## src/hw/rtl/two_congruence_crt_solver_unit_defines.svh

```systemverilog
// ----------------------------------------------------------------------------
// Assertion macros for the two-congruence CRT solver
// Concurrent checks in simulation, empty bodies under synthesis.
// ----------------------------------------------------------------------------
`ifndef TWO_CONGRUENCE_CRT_SOLVER_UNIT_DEFINES_SVH
`define TWO_CONGRUENCE_CRT_SOLVER_UNIT_DEFINES_SVH

`ifndef SYNTHESIS
// antecedent holds -> consequent in the same cycle
`define TCCS_ASSERT_SAME(label, ante, cons, msg) \
    label: assert property (@(posedge clk) disable iff (!rst_n) (ante) |-> (cons)) \
        else $error(msg);
// antecedent holds -> consequent in the next cycle
`define TCCS_ASSERT_NEXT(label, ante, cons, msg) \
    label: assert property (@(posedge clk) disable iff (!rst_n) (ante) |=> (cons)) \
        else $error(msg);
`else
`define TCCS_ASSERT_SAME(label, ante, cons, msg)
`define TCCS_ASSERT_NEXT(label, ante, cons, msg)
`endif

`endif

```

## src/hw/rtl/tccs_pkg.sv

```systemverilog
// ----------------------------------------------------------------------------
// tccs_pkg
// Shared types for the CRT solver controller and datapath.
// ----------------------------------------------------------------------------
`timescale 1ns / 1ps

package tccs_pkg;

    localparam int FIELD_W = 32;
    localparam int RES_W   = 64;

    typedef enum logic [3:0] {
        ST_IDLE,
        ST_CHECK,
        ST_DSTART,
        ST_DWAIT,
        ST_EUMUL,
        ST_EUUPD,
        ST_MUL1,
        ST_MUL2,
        ST_MUL3,
        ST_MUL4,
        ST_DONE
    } state_t;

    // which division is in flight
    typedef enum logic [3:0] {
        PH_AR,   // a mod m
        PH_BR,   // b mod n
        PH_AN,   // (a mod m) mod n
        PH_EU,   // Euclid step r0 / r1
        PH_RG,   // r / g
        PH_MG,   // m / g
        PH_NG,   // n / g
        PH_SM,   // |s| mod (n / g)
        PH_T     // wide product mod (n / g)
    } phase_t;

    typedef enum logic [2:0] {
        MS_NONE,
        MS_EU,   // q * s1
        MS_RS,   // (r / g) * inverse
        MS_MT,   // m * t
        MS_LCM   // (m / g) * n
    } mul_sel_t;

    typedef struct packed {
        logic     load;
        logic     div_start;
        logic     capture;
        phase_t   phase;
        mul_sel_t mul_sel;
        logic     eu_upd;
        logic     sol_add;
        logic     lcm_take;
        logic     set_nosol;
    } ctrl_t;

    typedef struct packed {
        logic zero_mod;
        logic div_done;
        logic rem_nz;
    } stat_t;

endpackage

```

## src/hw/rtl/tccs_divider.sv

```systemverilog
// ----------------------------------------------------------------------------
// tccs_divider
// Restoring divider, one quotient bit per cycle, W or 2W dividend bits.
// ----------------------------------------------------------------------------
`timescale 1ns / 1ps

module tccs_divider #(
    parameter int W = 32
) (
    input  logic           clk,
    input  logic           rst_n,
    input  logic           start,
    input  logic           wide,
    input  logic [2*W-1:0] dividend,
    input  logic [W-1:0]   divisor,
    output logic           done,
    output logic [2*W-1:0] quot,
    output logic [W-1:0]   rem
);
    localparam int CW = $clog2(2 * W + 1);

    logic          busy_reg;
    logic          done_reg;
    logic [CW-1:0] cnt_reg;
    logic [2*W-1:0] quo_reg, quo_next;
    logic [W-1:0]  rem_reg, rem_next;
    logic [W-1:0]  dvs_reg;
    logic [W:0]    trial;
    logic          ge;

    // one restoring step
    always_comb
    begin
        trial    = {rem_reg, quo_reg[2*W-1]};
        ge       = (trial >= {1'b0, dvs_reg});
        rem_next = ge ? W'(trial - {1'b0, dvs_reg}) : trial[W-1:0];
        quo_next = {quo_reg[2*W-2:0], ge};
    end

    // control
    always_ff @(posedge clk or negedge rst_n)
    begin
        if (!rst_n)
        begin
            busy_reg <= 1'b0;
            done_reg <= 1'b0;
            cnt_reg  <= '0;
        end
        else
        begin
            done_reg <= 1'b0;
            if (start)
            begin
                busy_reg <= 1'b1;
                cnt_reg  <= wide ? CW'(2 * W) : CW'(W);
            end
            else if (busy_reg)
            begin
                cnt_reg <= cnt_reg - CW'(1);
                if (cnt_reg == CW'(1))
                begin
                    busy_reg <= 1'b0;
                    done_reg <= 1'b1;
                end
            end
        end
    end

    // payload
    always_ff @(posedge clk)
    begin
        if (start)
        begin
            quo_reg <= wide ? dividend : {dividend[W-1:0], {W{1'b0}}};
            rem_reg <= '0;
            dvs_reg <= divisor;
        end
        else if (busy_reg)
        begin
            quo_reg <= quo_next;
            rem_reg <= rem_next;
        end
    end

    assign done = done_reg;
    assign quot = quo_reg;
    assign rem  = rem_reg;

endmodule

```

## src/hw/rtl/tccs_datapath.sv

```systemverilog
// ----------------------------------------------------------------------------
// tccs_datapath
// Operand registers, extended Euclid state, shared multiplier and divider.
// ----------------------------------------------------------------------------
`timescale 1ns / 1ps

module tccs_datapath #(
    parameter int W = 32
) (
    input  logic                   clk,
    input  logic                   rst_n,
    input  tccs_pkg::ctrl_t        ctrl,
    output tccs_pkg::stat_t        stat,
    input  logic [tccs_pkg::FIELD_W-1:0] residue_a,
    input  logic [tccs_pkg::FIELD_W-1:0] modulus_m,
    input  logic [tccs_pkg::FIELD_W-1:0] residue_b,
    input  logic [tccs_pkg::FIELD_W-1:0] modulus_n,
    output logic [tccs_pkg::RES_W-1:0]   solution,
    output logic [tccs_pkg::RES_W-1:0]   combined_modulus,
    output logic                   no_solution
);
    import tccs_pkg::*;

    localparam int SW = W + 2;

    logic [W-1:0] a_reg, m_reg, b_reg, n_reg;
    logic [W-1:0] ar_reg, br_reg, r_reg;
    logic [W-1:0] r0_reg, r1_reg;
    logic signed [SW-1:0] s0_reg, s1_reg;
    logic [W-1:0] rg_reg, mg_reg, ng_reg, sinv_reg, t_reg;
    logic signed [2*SW-1:0] prod_reg;
    logic [2*W-1:0] sol_reg, lcm_reg;
    logic nosol_reg;

    logic           div_done;
    logic [2*W-1:0] div_quot;
    logic [W-1:0]   div_rem;
    logic [2*W-1:0] div_dvd;
    logic [W-1:0]   div_dvs;
    logic           div_wide;

    logic signed [SW-1:0] mul_x, mul_y;
    logic [W:0]   rsum, rnext;
    logic [W-1:0] s_abs, sinv_next;
    logic signed [SW-1:0] s_neg_val;

    // divider operand select
    always_comb
    begin
        div_dvd  = '0;
        div_dvs  = n_reg;
        div_wide = 1'b0;
        s_neg_val = -s0_reg;
        s_abs    = s0_reg[SW-1] ? s_neg_val[W-1:0] : s0_reg[W-1:0];
        unique case (ctrl.phase)
            PH_AR: begin div_dvd = (2*W)'(a_reg);  div_dvs = m_reg;  end
            PH_BR: begin div_dvd = (2*W)'(b_reg);  div_dvs = n_reg;  end
            PH_AN: begin div_dvd = (2*W)'(ar_reg); div_dvs = n_reg;  end
            PH_EU: begin div_dvd = (2*W)'(r0_reg); div_dvs = r1_reg; end
            PH_RG: begin div_dvd = (2*W)'(r_reg);  div_dvs = r0_reg; end
            PH_MG: begin div_dvd = (2*W)'(m_reg);  div_dvs = r0_reg; end
            PH_NG: begin div_dvd = (2*W)'(n_reg);  div_dvs = r0_reg; end
            PH_SM: begin div_dvd = (2*W)'(s_abs);  div_dvs = ng_reg; end
            PH_T:
            begin
                div_dvd  = prod_reg[2*W-1:0];
                div_dvs  = ng_reg;
                div_wide = 1'b1;
            end
            default: begin div_dvd = '0; div_dvs = n_reg; end
        endcase
    end

    tccs_divider #(.W(W)) u_div (
        .clk      (clk),
        .rst_n    (rst_n),
        .start    (ctrl.div_start),
        .wide     (div_wide),
        .dividend (div_dvd),
        .divisor  (div_dvs),
        .done     (div_done),
        .quot     (div_quot),
        .rem      (div_rem)
    );

    // multiplier operand select
    always_comb
    begin
        mul_x = '0;
        mul_y = '0;
        unique case (ctrl.mul_sel)
            MS_EU:  begin mul_x = SW'(div_quot[W-1:0]); mul_y = s1_reg;          end
            MS_RS:  begin mul_x = SW'(rg_reg);          mul_y = SW'(sinv_reg);   end
            MS_MT:  begin mul_x = SW'(m_reg);           mul_y = SW'(t_reg);      end
            MS_LCM: begin mul_x = SW'(mg_reg);          mul_y = SW'(n_reg);      end
            default: begin mul_x = '0; mul_y = '0; end
        endcase
    end

    // (b - a) mod n and inverse reduction
    always_comb
    begin
        rsum  = {1'b0, br_reg} + {1'b0, n_reg} - {1'b0, div_rem};
        rnext = (rsum >= {1'b0, n_reg}) ? rsum - {1'b0, n_reg} : rsum;
        sinv_next = (s0_reg[SW-1] && (div_rem != '0)) ? ng_reg - div_rem : div_rem;
    end

    // input capture and working registers
    always_ff @(posedge clk)
    begin
        if (ctrl.load)
        begin
            a_reg <= residue_a[W-1:0];
            m_reg <= modulus_m[W-1:0];
            b_reg <= residue_b[W-1:0];
            n_reg <= modulus_n[W-1:0];
        end
        if (ctrl.capture)
        begin
            unique case (ctrl.phase)
                PH_AR: ar_reg <= div_rem;
                PH_BR: br_reg <= div_rem;
                PH_AN:
                begin
                    r_reg  <= rnext[W-1:0];
                    r0_reg <= m_reg;
                    r1_reg <= n_reg;
                    s0_reg <= SW'(1);
                    s1_reg <= '0;
                end
                PH_RG: rg_reg   <= div_quot[W-1:0];
                PH_MG: mg_reg   <= div_quot[W-1:0];
                PH_NG: ng_reg   <= div_quot[W-1:0];
                PH_SM: sinv_reg <= sinv_next;
                PH_T:  t_reg    <= div_rem;
                default: ;
            endcase
        end
        if (ctrl.mul_sel != MS_NONE)
            prod_reg <= mul_x * mul_y;
        // Euclid step: shift remainders and Bezout coefficients
        if (ctrl.eu_upd)
        begin
            r0_reg <= r1_reg;
            r1_reg <= div_rem;
            s0_reg <= s1_reg;
            s1_reg <= s0_reg - prod_reg[SW-1:0];
        end
    end

    // result registers
    always_ff @(posedge clk)
    begin
        if (ctrl.set_nosol)
        begin
            sol_reg   <= '0;
            lcm_reg   <= '0;
            nosol_reg <= 1'b1;
        end
        else
        begin
            if (ctrl.sol_add)
                sol_reg <= prod_reg[2*W-1:0] + (2*W)'(ar_reg);
            if (ctrl.lcm_take)
            begin
                lcm_reg   <= prod_reg[2*W-1:0];
                nosol_reg <= 1'b0;
            end
        end
    end

    assign stat.zero_mod = (m_reg == '0) || (n_reg == '0);
    assign stat.div_done = div_done;
    assign stat.rem_nz   = (div_rem != '0);

    assign solution         = RES_W'(sol_reg);
    assign combined_modulus = RES_W'(lcm_reg);
    assign no_solution      = nosol_reg;

endmodule

```

## src/hw/rtl/tccs_ctrl.sv

```systemverilog
// ----------------------------------------------------------------------------
// tccs_ctrl
// Sequencer: reductions, Euclid loop, inverse, final products, handshakes.
// ----------------------------------------------------------------------------
`timescale 1ns / 1ps

module tccs_ctrl (
    input  logic            clk,
    input  logic            rst_n,
    input  logic            in_valid,
    output logic            in_ready,
    output logic            out_valid,
    input  logic            out_ready,
    input  tccs_pkg::stat_t stat,
    output tccs_pkg::ctrl_t ctrl
);
    import tccs_pkg::*;

    state_t state_reg, state_next;
    phase_t phase_reg, phase_next;

    // state registers
    always_ff @(posedge clk or negedge rst_n)
    begin
        if (!rst_n)
        begin
            state_reg <= ST_IDLE;
            phase_reg <= PH_AR;
        end
        else
        begin
            state_reg <= state_next;
            phase_reg <= phase_next;
        end
    end

    // next state and commands
    always_comb
    begin
        state_next = state_reg;
        phase_next = phase_reg;
        ctrl       = '0;
        ctrl.phase = phase_reg;
        ctrl.mul_sel = MS_NONE;
        in_ready   = 1'b0;
        out_valid  = 1'b0;
        unique case (state_reg)
            ST_IDLE:
            begin
                in_ready = 1'b1;
                if (in_valid)
                begin
                    ctrl.load  = 1'b1;
                    state_next = ST_CHECK;
                end
            end
            ST_CHECK:
            begin
                if (stat.zero_mod)
                begin
                    ctrl.set_nosol = 1'b1;
                    state_next     = ST_DONE;
                end
                else
                begin
                    phase_next = PH_AR;
                    state_next = ST_DSTART;
                end
            end
            ST_DSTART:
            begin
                ctrl.div_start = 1'b1;
                state_next     = ST_DWAIT;
            end
            ST_DWAIT:
            begin
                if (stat.div_done)
                begin
                    ctrl.capture = 1'b1;
                    state_next   = ST_DSTART;
                    unique case (phase_reg)
                        PH_AR: phase_next = PH_BR;
                        PH_BR: phase_next = PH_AN;
                        PH_AN: phase_next = PH_EU;
                        PH_EU: state_next = ST_EUMUL;
                        PH_RG:
                        begin
                            if (stat.rem_nz)
                            begin
                                ctrl.set_nosol = 1'b1;
                                state_next     = ST_DONE;
                            end
                            else
                                phase_next = PH_MG;
                        end
                        PH_MG: phase_next = PH_NG;
                        PH_NG: phase_next = PH_SM;
                        PH_SM: state_next = ST_MUL1;
                        PH_T:  state_next = ST_MUL2;
                        default: state_next = ST_IDLE;
                    endcase
                end
            end
            ST_EUMUL:
            begin
                ctrl.mul_sel = MS_EU;
                state_next   = ST_EUUPD;
            end
            ST_EUUPD:
            begin
                // remainder zero: r0 now holds the gcd
                ctrl.eu_upd = 1'b1;
                phase_next  = stat.rem_nz ? PH_EU : PH_RG;
                state_next  = ST_DSTART;
            end
            ST_MUL1:
            begin
                ctrl.mul_sel = MS_RS;
                phase_next   = PH_T;
                state_next   = ST_DSTART;
            end
            ST_MUL2:
            begin
                ctrl.mul_sel = MS_MT;
                state_next   = ST_MUL3;
            end
            ST_MUL3:
            begin
                ctrl.mul_sel = MS_LCM;
                ctrl.sol_add = 1'b1;
                state_next   = ST_MUL4;
            end
            ST_MUL4:
            begin
                ctrl.lcm_take = 1'b1;
                state_next    = ST_DONE;
            end
            ST_DONE:
            begin
                out_valid = 1'b1;
                if (out_ready)
                    state_next = ST_IDLE;
            end
            default: state_next = ST_IDLE;
        endcase
    end

endmodule

```

## src/hw/rtl/two_congruence_crt_solver_unit.sv

```systemverilog
// ----------------------------------------------------------------------------
// two_congruence_crt_solver_unit
// Solves x = a mod m, x = b mod n for any nonzero moduli (generalized CRT).
// ----------------------------------------------------------------------------
//  channel | direction | handshake            | payload
//  --------+-----------+----------------------+-------------------------------
//  in      | input     | in_valid / in_ready  | residue_a modulus_m residue_b
//          |           |                      | modulus_n
//  out     | output    | out_valid / out_ready| solution combined_modulus
//          |           |                      | no_solution
//
//  One item at a time. Every division is done by a shared restoring divider,
//  one bit per cycle, so an item's run time grows with k, the number of
//  Euclid steps (up to about 47 at 32 bits).
//  A zero modulus or a failed divisibility test ends the item early.
//  Reset is asynchronous and needs no clearing pass; the result beat is held
//  in registers until out_ready, and in_ready stays low meanwhile.
// ----------------------------------------------------------------------------
`timescale 1ns / 1ps
`include "two_congruence_crt_solver_unit_defines.svh"

module two_congruence_crt_solver_unit #(
    parameter int MOD_WIDTH = 32
) (
    input  logic        clk,
    input  logic        rst_n,
    input  logic        in_valid,
    output logic        in_ready,
    input  logic [31:0] residue_a,
    input  logic [31:0] modulus_m,
    input  logic [31:0] residue_b,
    input  logic [31:0] modulus_n,
    output logic        out_valid,
    input  logic        out_ready,
    output logic [63:0] solution,
    output logic [63:0] combined_modulus,
    output logic        no_solution
);
    import tccs_pkg::*;

    ctrl_t ctrl;
    stat_t stat;

    tccs_ctrl u_ctrl (
        .clk       (clk),
        .rst_n     (rst_n),
        .in_valid  (in_valid),
        .in_ready  (in_ready),
        .out_valid (out_valid),
        .out_ready (out_ready),
        .stat      (stat),
        .ctrl      (ctrl)
    );

    tccs_datapath #(.W(MOD_WIDTH)) u_dp (
        .clk              (clk),
        .rst_n            (rst_n),
        .ctrl             (ctrl),
        .stat             (stat),
        .residue_a        (residue_a),
        .modulus_m        (modulus_m),
        .residue_b        (residue_b),
        .modulus_n        (modulus_n),
        .solution         (solution),
        .combined_modulus (combined_modulus),
        .no_solution      (no_solution)
    );

    // checks
    `TCCS_ASSERT_SAME(a_ready_excl, in_ready, !out_valid, "input taken while result pending")
    `TCCS_ASSERT_SAME(a_sol_range, out_valid && !no_solution, solution < combined_modulus, "solution not below lcm")
    `TCCS_ASSERT_SAME(a_nosol_zero, out_valid && no_solution, (solution == 64'd0) && (combined_modulus == 64'd0), "unsolvable beat not zeroed")
    `TCCS_ASSERT_NEXT(a_accept_busy, in_valid && in_ready, !in_ready, "second item accepted while busy")

endmodule

```

## config.mk

```make
export PLATFORM = sky130hd
export DESIGN_NAME = two_congruence_crt_solver_unit
export DESIGN_NICKNAME = d
export VERILOG_FILES = /design/src/hw/rtl/tccs_pkg.sv /design/src/hw/rtl/tccs_divider.sv /design/src/hw/rtl/tccs_datapath.sv /design/src/hw/rtl/tccs_ctrl.sv /design/src/hw/rtl/two_congruence_crt_solver_unit.sv
export VERILOG_INCLUDE_DIRS = /design/src /design/src/hw/rtl
export SDC_FILE = /design/constraint.sdc
export NUM_CORES = 2
export LEC_CHECK = 0
export BUFFER_PORTS_ARGS = -buffer_cell sky130_fd_sc_hd__buf_2
export CORE_MARGIN = 2
export CORE_UTILIZATION = 40
export DETAILED_ROUTE_END_ITERATION = 8
export SYNTH_ARGS = -nofsm -noshare
export SYNTH_HDL_FRONTEND = slang
export SYNTH_SLANG_ARGS = --single-unit
```

## constraint.sdc

```tcl
create_clock -name clk -period 34.8 [get_ports clk]
set_clock_uncertainty 0.15 [all_clocks]
set_input_delay 1.74 -clock clk [delete_from_list [all_inputs] [get_ports clk]]
set_output_delay 1.74 -clock clk [all_outputs]
set_load 0.02 [all_outputs]
```

Word level (Yosys, flattened, before mapping)
Cells that the tools add are included.

Add/subtract/negate cells: 9. Multipliers: 1. Magnitude comparators: 2. Equal/unequal tests: 29. Multiplexer cells: 62. Reductions and logical operators: 27.

Operators with widths (number): 64-bit case mux with 9 select lines (1); 32-bit 2-to-1 mux (10); 32-bit case mux with 4 select lines (2); 34-bit 2-to-1 mux (6); 64-bit 2-to-1 mux (3); 34-bit case mux with 4 select lines (1); 32-bit subtractor (3); 33-bit by 32-bit >= comparator with 1-bit output (2); 64-bit by 32-bit adder with 64-bit output (1); 32-bit logical NOT (2); 33-bit by 34-bit multiplier with 64-bit output (1); 4-bit case mux with 10 select lines (1); 34-bit subtractor (1); 32-bit by 32-bit adder with 33-bit output (1); 33-bit by 32-bit subtractor with 33-bit output (1); 4-bit by 3-bit == test with 1-bit output, second input constant (8); 4-bit 2-to-1 mux (8); 32-bit negator (1); 32-bit nonzero test (1); 4-bit case mux with 6 select lines (1); 1-bit 2-to-1 mux (21); 7-bit 2-to-1 mux (3); 4-bit case mux with 5 select lines (1); 2-bit AND reduction (9); 27 further kinds (41).

Register bits: 854. Bits of input ports: 132. Logic and storage cells: 158.

Longest topological paths before layout
Word-level depth: 5. Gate-level depth with buffers: 38.

By module
From an unflattened synthesis, not the netlist that was laid out.

Cell total of the unflattened synthesis: 8450. Area, all modules: 83525.1 sq um.

Modules (own cells, without submodules): tccs_datapath (instances 1, cells an instance 7552, area each 75043.2 sq um, seq. area each 19999.2 sq um); tccs_divider (instances 1, cells an instance 808, area each 7754.9 sq um, seq. area each 3748.6 sq um); tccs_ctrl (instances 1, cells an instance 90, area each 726.9 sq um, seq. area each 200.2 sq um).

Least setup slack after synthesis
Ideal clock, no wire load.

Path kind: flip-flop to flip-flop. From: reg u_ctrl.state_reg[1]. To: reg u_dp.r0_reg[0] (enable). Library setup time: 0.808 ns. Data arrival time: 10.415 ns. Required time: 33.842 ns. Slack: 23.428 ns. Cell stages (with the launch flop): 5. Path buffers: 2. Period minus slack after synthesis: 11.372 ns. Cell sequence: dfrtp_1 clkbuf_1 clkbuf_1 nand4_1 o21ai_0.

Longest elaborated chain between the ends: 4. Elaborated cells between the ends (all ways): 7. Classes of those cells: eq/ne (2); mux (2); reduce/logical (3).

RTL lines: from (decl) (line tccs_ctrl.sv:19) `state_t state_reg, state_next;`; from (signal assigned) (line tccs_ctrl.sv:32) `state_reg <= state_next;`; 4-bit by 3-bit == test with 1-bit output / 4-bit by 2-bit == test with 1-bit output (equally long branches) (line tccs_ctrl.sv:47) `unique case (state_reg)`; 1-bit 2-to-1 mux (line tccs_ctrl.sv:47); 2-bit nonzero test (no source line); 2-bit AND reduction (no source line) *; to (signal assigned) (line tccs_datapath.sv:126) `r0_reg <= m_reg;`; to (signal assigned) (line tccs_datapath.sv:144) `r0_reg <= r1_reg;`; to (decl) (line tccs_datapath.sv:28) `logic [W-1:0] r0_reg, r1_reg;`.

Every way passes the cells marked *; elsewhere a longest branch is shown, timed or not. A chain may end at the register's enable or synchronous reset.

Worst setup path in the final report
From: reg u_ctrl.state_reg[3]. To: reg u_dp.prod_reg[63] (data pin).

Longest elaborated chain between the ends: 5. Elaborated cells between the ends (all ways): 12. Classes of those cells: mul (1); eq/ne (8); mux (3).

RTL lines: 4-bit == test / 4-bit by 3-bit == test with 1-bit output (equally long branches) (line tccs_ctrl.sv:47); 3-bit case mux with 4 select lines * (line tccs_ctrl.sv:47); 3-bit == test (tied with other cells) (line tccs_datapath.sv:91) `unique case (ctrl.mul_sel)`; 32-bit case mux with 4 select lines / 34-bit case mux with 4 select lines (equally long branches) (line tccs_datapath.sv:91); 33-bit by 34-bit multiplier with 64-bit output * (line tccs_datapath.sv:140) `prod_reg <= mul_x * mul_y;`; to (signal assigned) (line tccs_datapath.sv:140); to (decl) (line tccs_datapath.sv:31) `logic signed [2*SW-1:0] prod_reg;`.

Marks and branches as above.

==> results.sh <==
export IMPL_status="finished with violations"
export IMPL_violations="DRC"
export IMPL_cts_root_buf="clkbuf_16"
export IMPL_worst_path_most_repeated_cell="fa_1"
export IMPL_synth_edff_count=676
export IMPL_synth_compound_area_frac=0.120
export IMPL_cts_setup_buffers=0
export IMPL_antenna_found_initial=31
export IMPL_min_period_ps=12130
export IMPL_synth_seq_area_share=0.291
export IMPL_hold_viol=0
export IMPL_vias_per_cell=5.87
export IMPL_critPathKind="reg2reg"
export IMPL_cts_tree="done"
export IMPL_cts_buffer_depth=3
export IMPL_yosys_register_bits=854
export IMPL_synth_top_family_by_area="adder cells"
export IMPL_synth_ff_type="edfxtp_1"
export IMPL_cpPeakStageDelay_ps=740
export IMPL_htree_levels=3
export IMPL_setup_violations=0
export IMPL_dieArea_mm2=0.209
export IMPL_dp_hpwl_um=258000
export IMPL_design_area_mm2=0.0906
export IMPL_cp_data_arrival_time_ps=12460
export IMPL_yosys_area_share_simple=0.129
export IMPL_critPathBufInv=4
export IMPL_synth_xor_area_frac=0.0312
export IMPL_power_density_mw_per_mm2=61.3
export IMPL_drt_iter0_drc=8960
export IMPL_gp_congestion=1.04
export IMPL_reg2reg_slack_ps=22670
export IMPL_grt_total_usage=0.317
export IMPL_clkSinkCount=854
export IMPL_ir_drop_uv=70.9
export IMPL_start_kind="flop"
export IMPL_die_h_um=458
export IMPL_placed_area_mm2=0.0873
export IMPL_async_reset_ff_frac=0.0199
export IMPL_required_ps=35130
export IMPL_dr_total_vias=67194
export IMPL_cp_end_kind="flop"
export IMPL_drive_gt1_frac=0.0872
export IMPL_hold_class="reg2reg"
export IMPL_cp_top_family="adder cells"
export IMPL_synth_mux_area_frac=0.00695
export IMPL_rsz0062_at_grt="no"
export IMPL_timing_hold_ws_ps=303
export IMPL_boundaryPins=263
export IMPL_drtAntennaViolNets=0
export IMPL_grt_ovfl_total=0
export IMPL_io_buffers=262
export IMPL_grt_pass1_vias=66639
export IMPL_avgSynthCellArea_um2=9.66
export IMPL_drc=16
export IMPL_die_x_um=458
export IMPL_power_leakage_nw=40.3
export IMPL_synthesis_nets=10180
export IMPL_initial_core_util=0.402
export IMPL_finish_utilization=0.443
export IMPL_slew_headroom=0.135
export IMPL_max_cap_violations=0
export IMPL_max_freq_mhz=82.4
export IMPL_final_nets=10323
export IMPL_area_delta_synth_final_pct=10.1
export IMPL_yosysWarnings=0
export IMPL_num_fill_cells=19674
export IMPL_syn_area_mm2=0.0823
export IMPL_routed_wl_um=336000
export IMPL_worstMarginPinSlew_ps=1300
export IMPL_crit_fanout=62
export IMPL_numCtsBuffers=91
export IMPL_grt_max_degree=98
export IMPL_grt_pass1_wl_um=476000
export IMPL_fin_setup_tns_ps=0
export IMPL_syn_inst=8518
export IMPL_core_area_mm2=0.205
export IMPL_crit_slowest_cell="buf_4"
export IMPL_fin_crit_sh=0.349
export IMPL_synth_fa_ha_area_frac=0.337
export IMPL_clk_pin_slew_ps=70
export IMPL_avgRoutedWirePerCell_um=29.3
export IMPL_rows=166
export IMPL_slew_viol_final=0
export IMPL_ctsHoldBuffers=0
export IMPL_ys_types=102
export IMPL_ctsResizeCount=0
export IMPL_first_pass_iters=9
export IMPL_clkLatencyLatePin_ps=740
[report_power, final]
part | internal [W] | total [W] | switching [W]
clock network | 0.000615 | 0.00107 | 0.000459
logic | 0.00106 | 0.00287 | 0.00181
registers | 0.00139 | 0.00161 | 0.000223
total | 0.00307 | 0.00556 | 0.00249
[through the flow]
stage / cells / total power [W] / worst slack [ps]
final: 11446 / 0.00556 / 22670
after global routing: 11423 / 0.00578 / 22210
after CTS: 11423 / 0.00546 / 22820
after detailed placement: 11256 / 0.00438 / 22840
after global placement: 11256 / 0.00434 / 23070
after floorplan: 8518 / 0.00340 / 23430
[synth_stat cells, types with 18 or more instances]
cell type / number / area (um2)
fa_1: 1149 / 23000
o31ai_1: 41 / 308
a21oi_1: 371 / 1860
o21a_1: 48 / 360
ha_1: 381 / 4770
and2_1: 58 / 363
nor3_1: 67 / 335
o21ai_0: 258 / 1290
nand3_1: 70 / 350
a222oi_1: 33 / 330
o21bai_1: 35 / 263
or3_1: 24 / 150
and3_1: 66 / 413
mux2_4: 29 / 435
nand2_1: 989 / 3710
a22o_1: 50 / 438
nand2b_1: 73 / 457
o21ai_1: 18 / 90.1
a21o_1: 117 / 878
a31oi_1: 66 / 413
xnor2_1: 186 / 1630
buf_1: 23 / 86.3
o211ai_1: 19 / 143
nor4_1: 38 / 238
xor2_1: 107 / 937
inv_1: 1409 / 5290
clkbuf_1: 351 / 1320
edfxtp_1: 676 / 20300
nor2b_1: 35 / 219
buf_2: 39 / 195
a211oi_1: 72 / 541
nand4_1: 54 / 338
nor2_1: 964 / 3620
a221oi_1: 51 / 447
dfxtp_1: 161 / 3220
a22oi_1: 166 / 1250
[cell type report]
| cell class | instances | area [um2] | share of cell area |
|---|---|---|---|
| clock buffers | 115 | 2480 | 0.0274 |
| clock inverters | 52 | 744 | 0.00822 |
| repair buffers | 470 | 2870 | 0.0317 |
| flip-flops and latches | 854 | 23900 | 0.264 |
| multi-input cells | 5835 | 51900 | 0.572 |
| diodes | 23 | 57.6 | 0.000635 |
| inverters | 1409 | 5290 | 0.0584 |
| well taps | 2688 | 3360 | 0.0371 |
[worst min-delay path, delay by kind of cell (launching register included)]
family	cells	cell delay [ps]
compound gates	1	50
simple gates	1	50
flops	1	300
[layer usage]
metal / track usage / routed length, um
met1: 0.420 / 130000
met2: 0.470 / 145000
met3: 0.0848 / 37700
met4: 0.180 / 23300
met5: 0 / 117
[cells in the final DEF (no fill, tap or decap), types with 66 or more instances in the layout]
master | synthesis | layout
nand3_1 | 70 | 70
a31oi_1 | 66 | 66
xor2_1 | 107 | 107
xnor2_1 | 186 | 186
fa_1 | 1149 | 1149
a211oi_1 | 72 | 72
nand2_1 | 989 | 984
nor2_1 | 964 | 951
and3_1 | 66 | 66
o21ai_0 | 258 | 256
dfxtp_1 | 161 | 161
ha_1 | 381 | 381
buf_2 | 39 | 262
nand2b_1 | 73 | 72
inv_1 | 1409 | 1408
edfxtp_1 | 676 | 676
a22oi_1 | 166 | 166
clkbuf_16 | 0 | 92
buf_4 | 1 | 208
a21oi_1 | 371 | 369
a21o_1 | 117 | 117
[final timing paths]
path | start | end | cells after the start
worst max register to register | u_ctrl.state_reg[3] | u_dp.prod_reg[63] | 28
min in group asynchronous | rst_n | u_dp.u_div.cnt_reg[5] | 1
max in group asynchronous | rst_n | u_ctrl.phase_reg[0] | 1
worst max-delay path | u_ctrl.state_reg[3] | u_dp.prod_reg[63] | 28
worst min-delay path | u_dp.solution[0] | u_dp.solution[0] | 2
worst min register to register | u_dp.solution[0] | u_dp.solution[0] | 2
[kinds of logic after synthesis]
kind of cell	after synthesis
AOI/OAI and AO/OA	1481
and+or+nand+nor	2490
muxes	41
buffers and inverters	1829
adders and majority gates	1530
xor gates and xnor gates	293
DFF	854
Note: power is estimated with default switching activity, not from simulation.
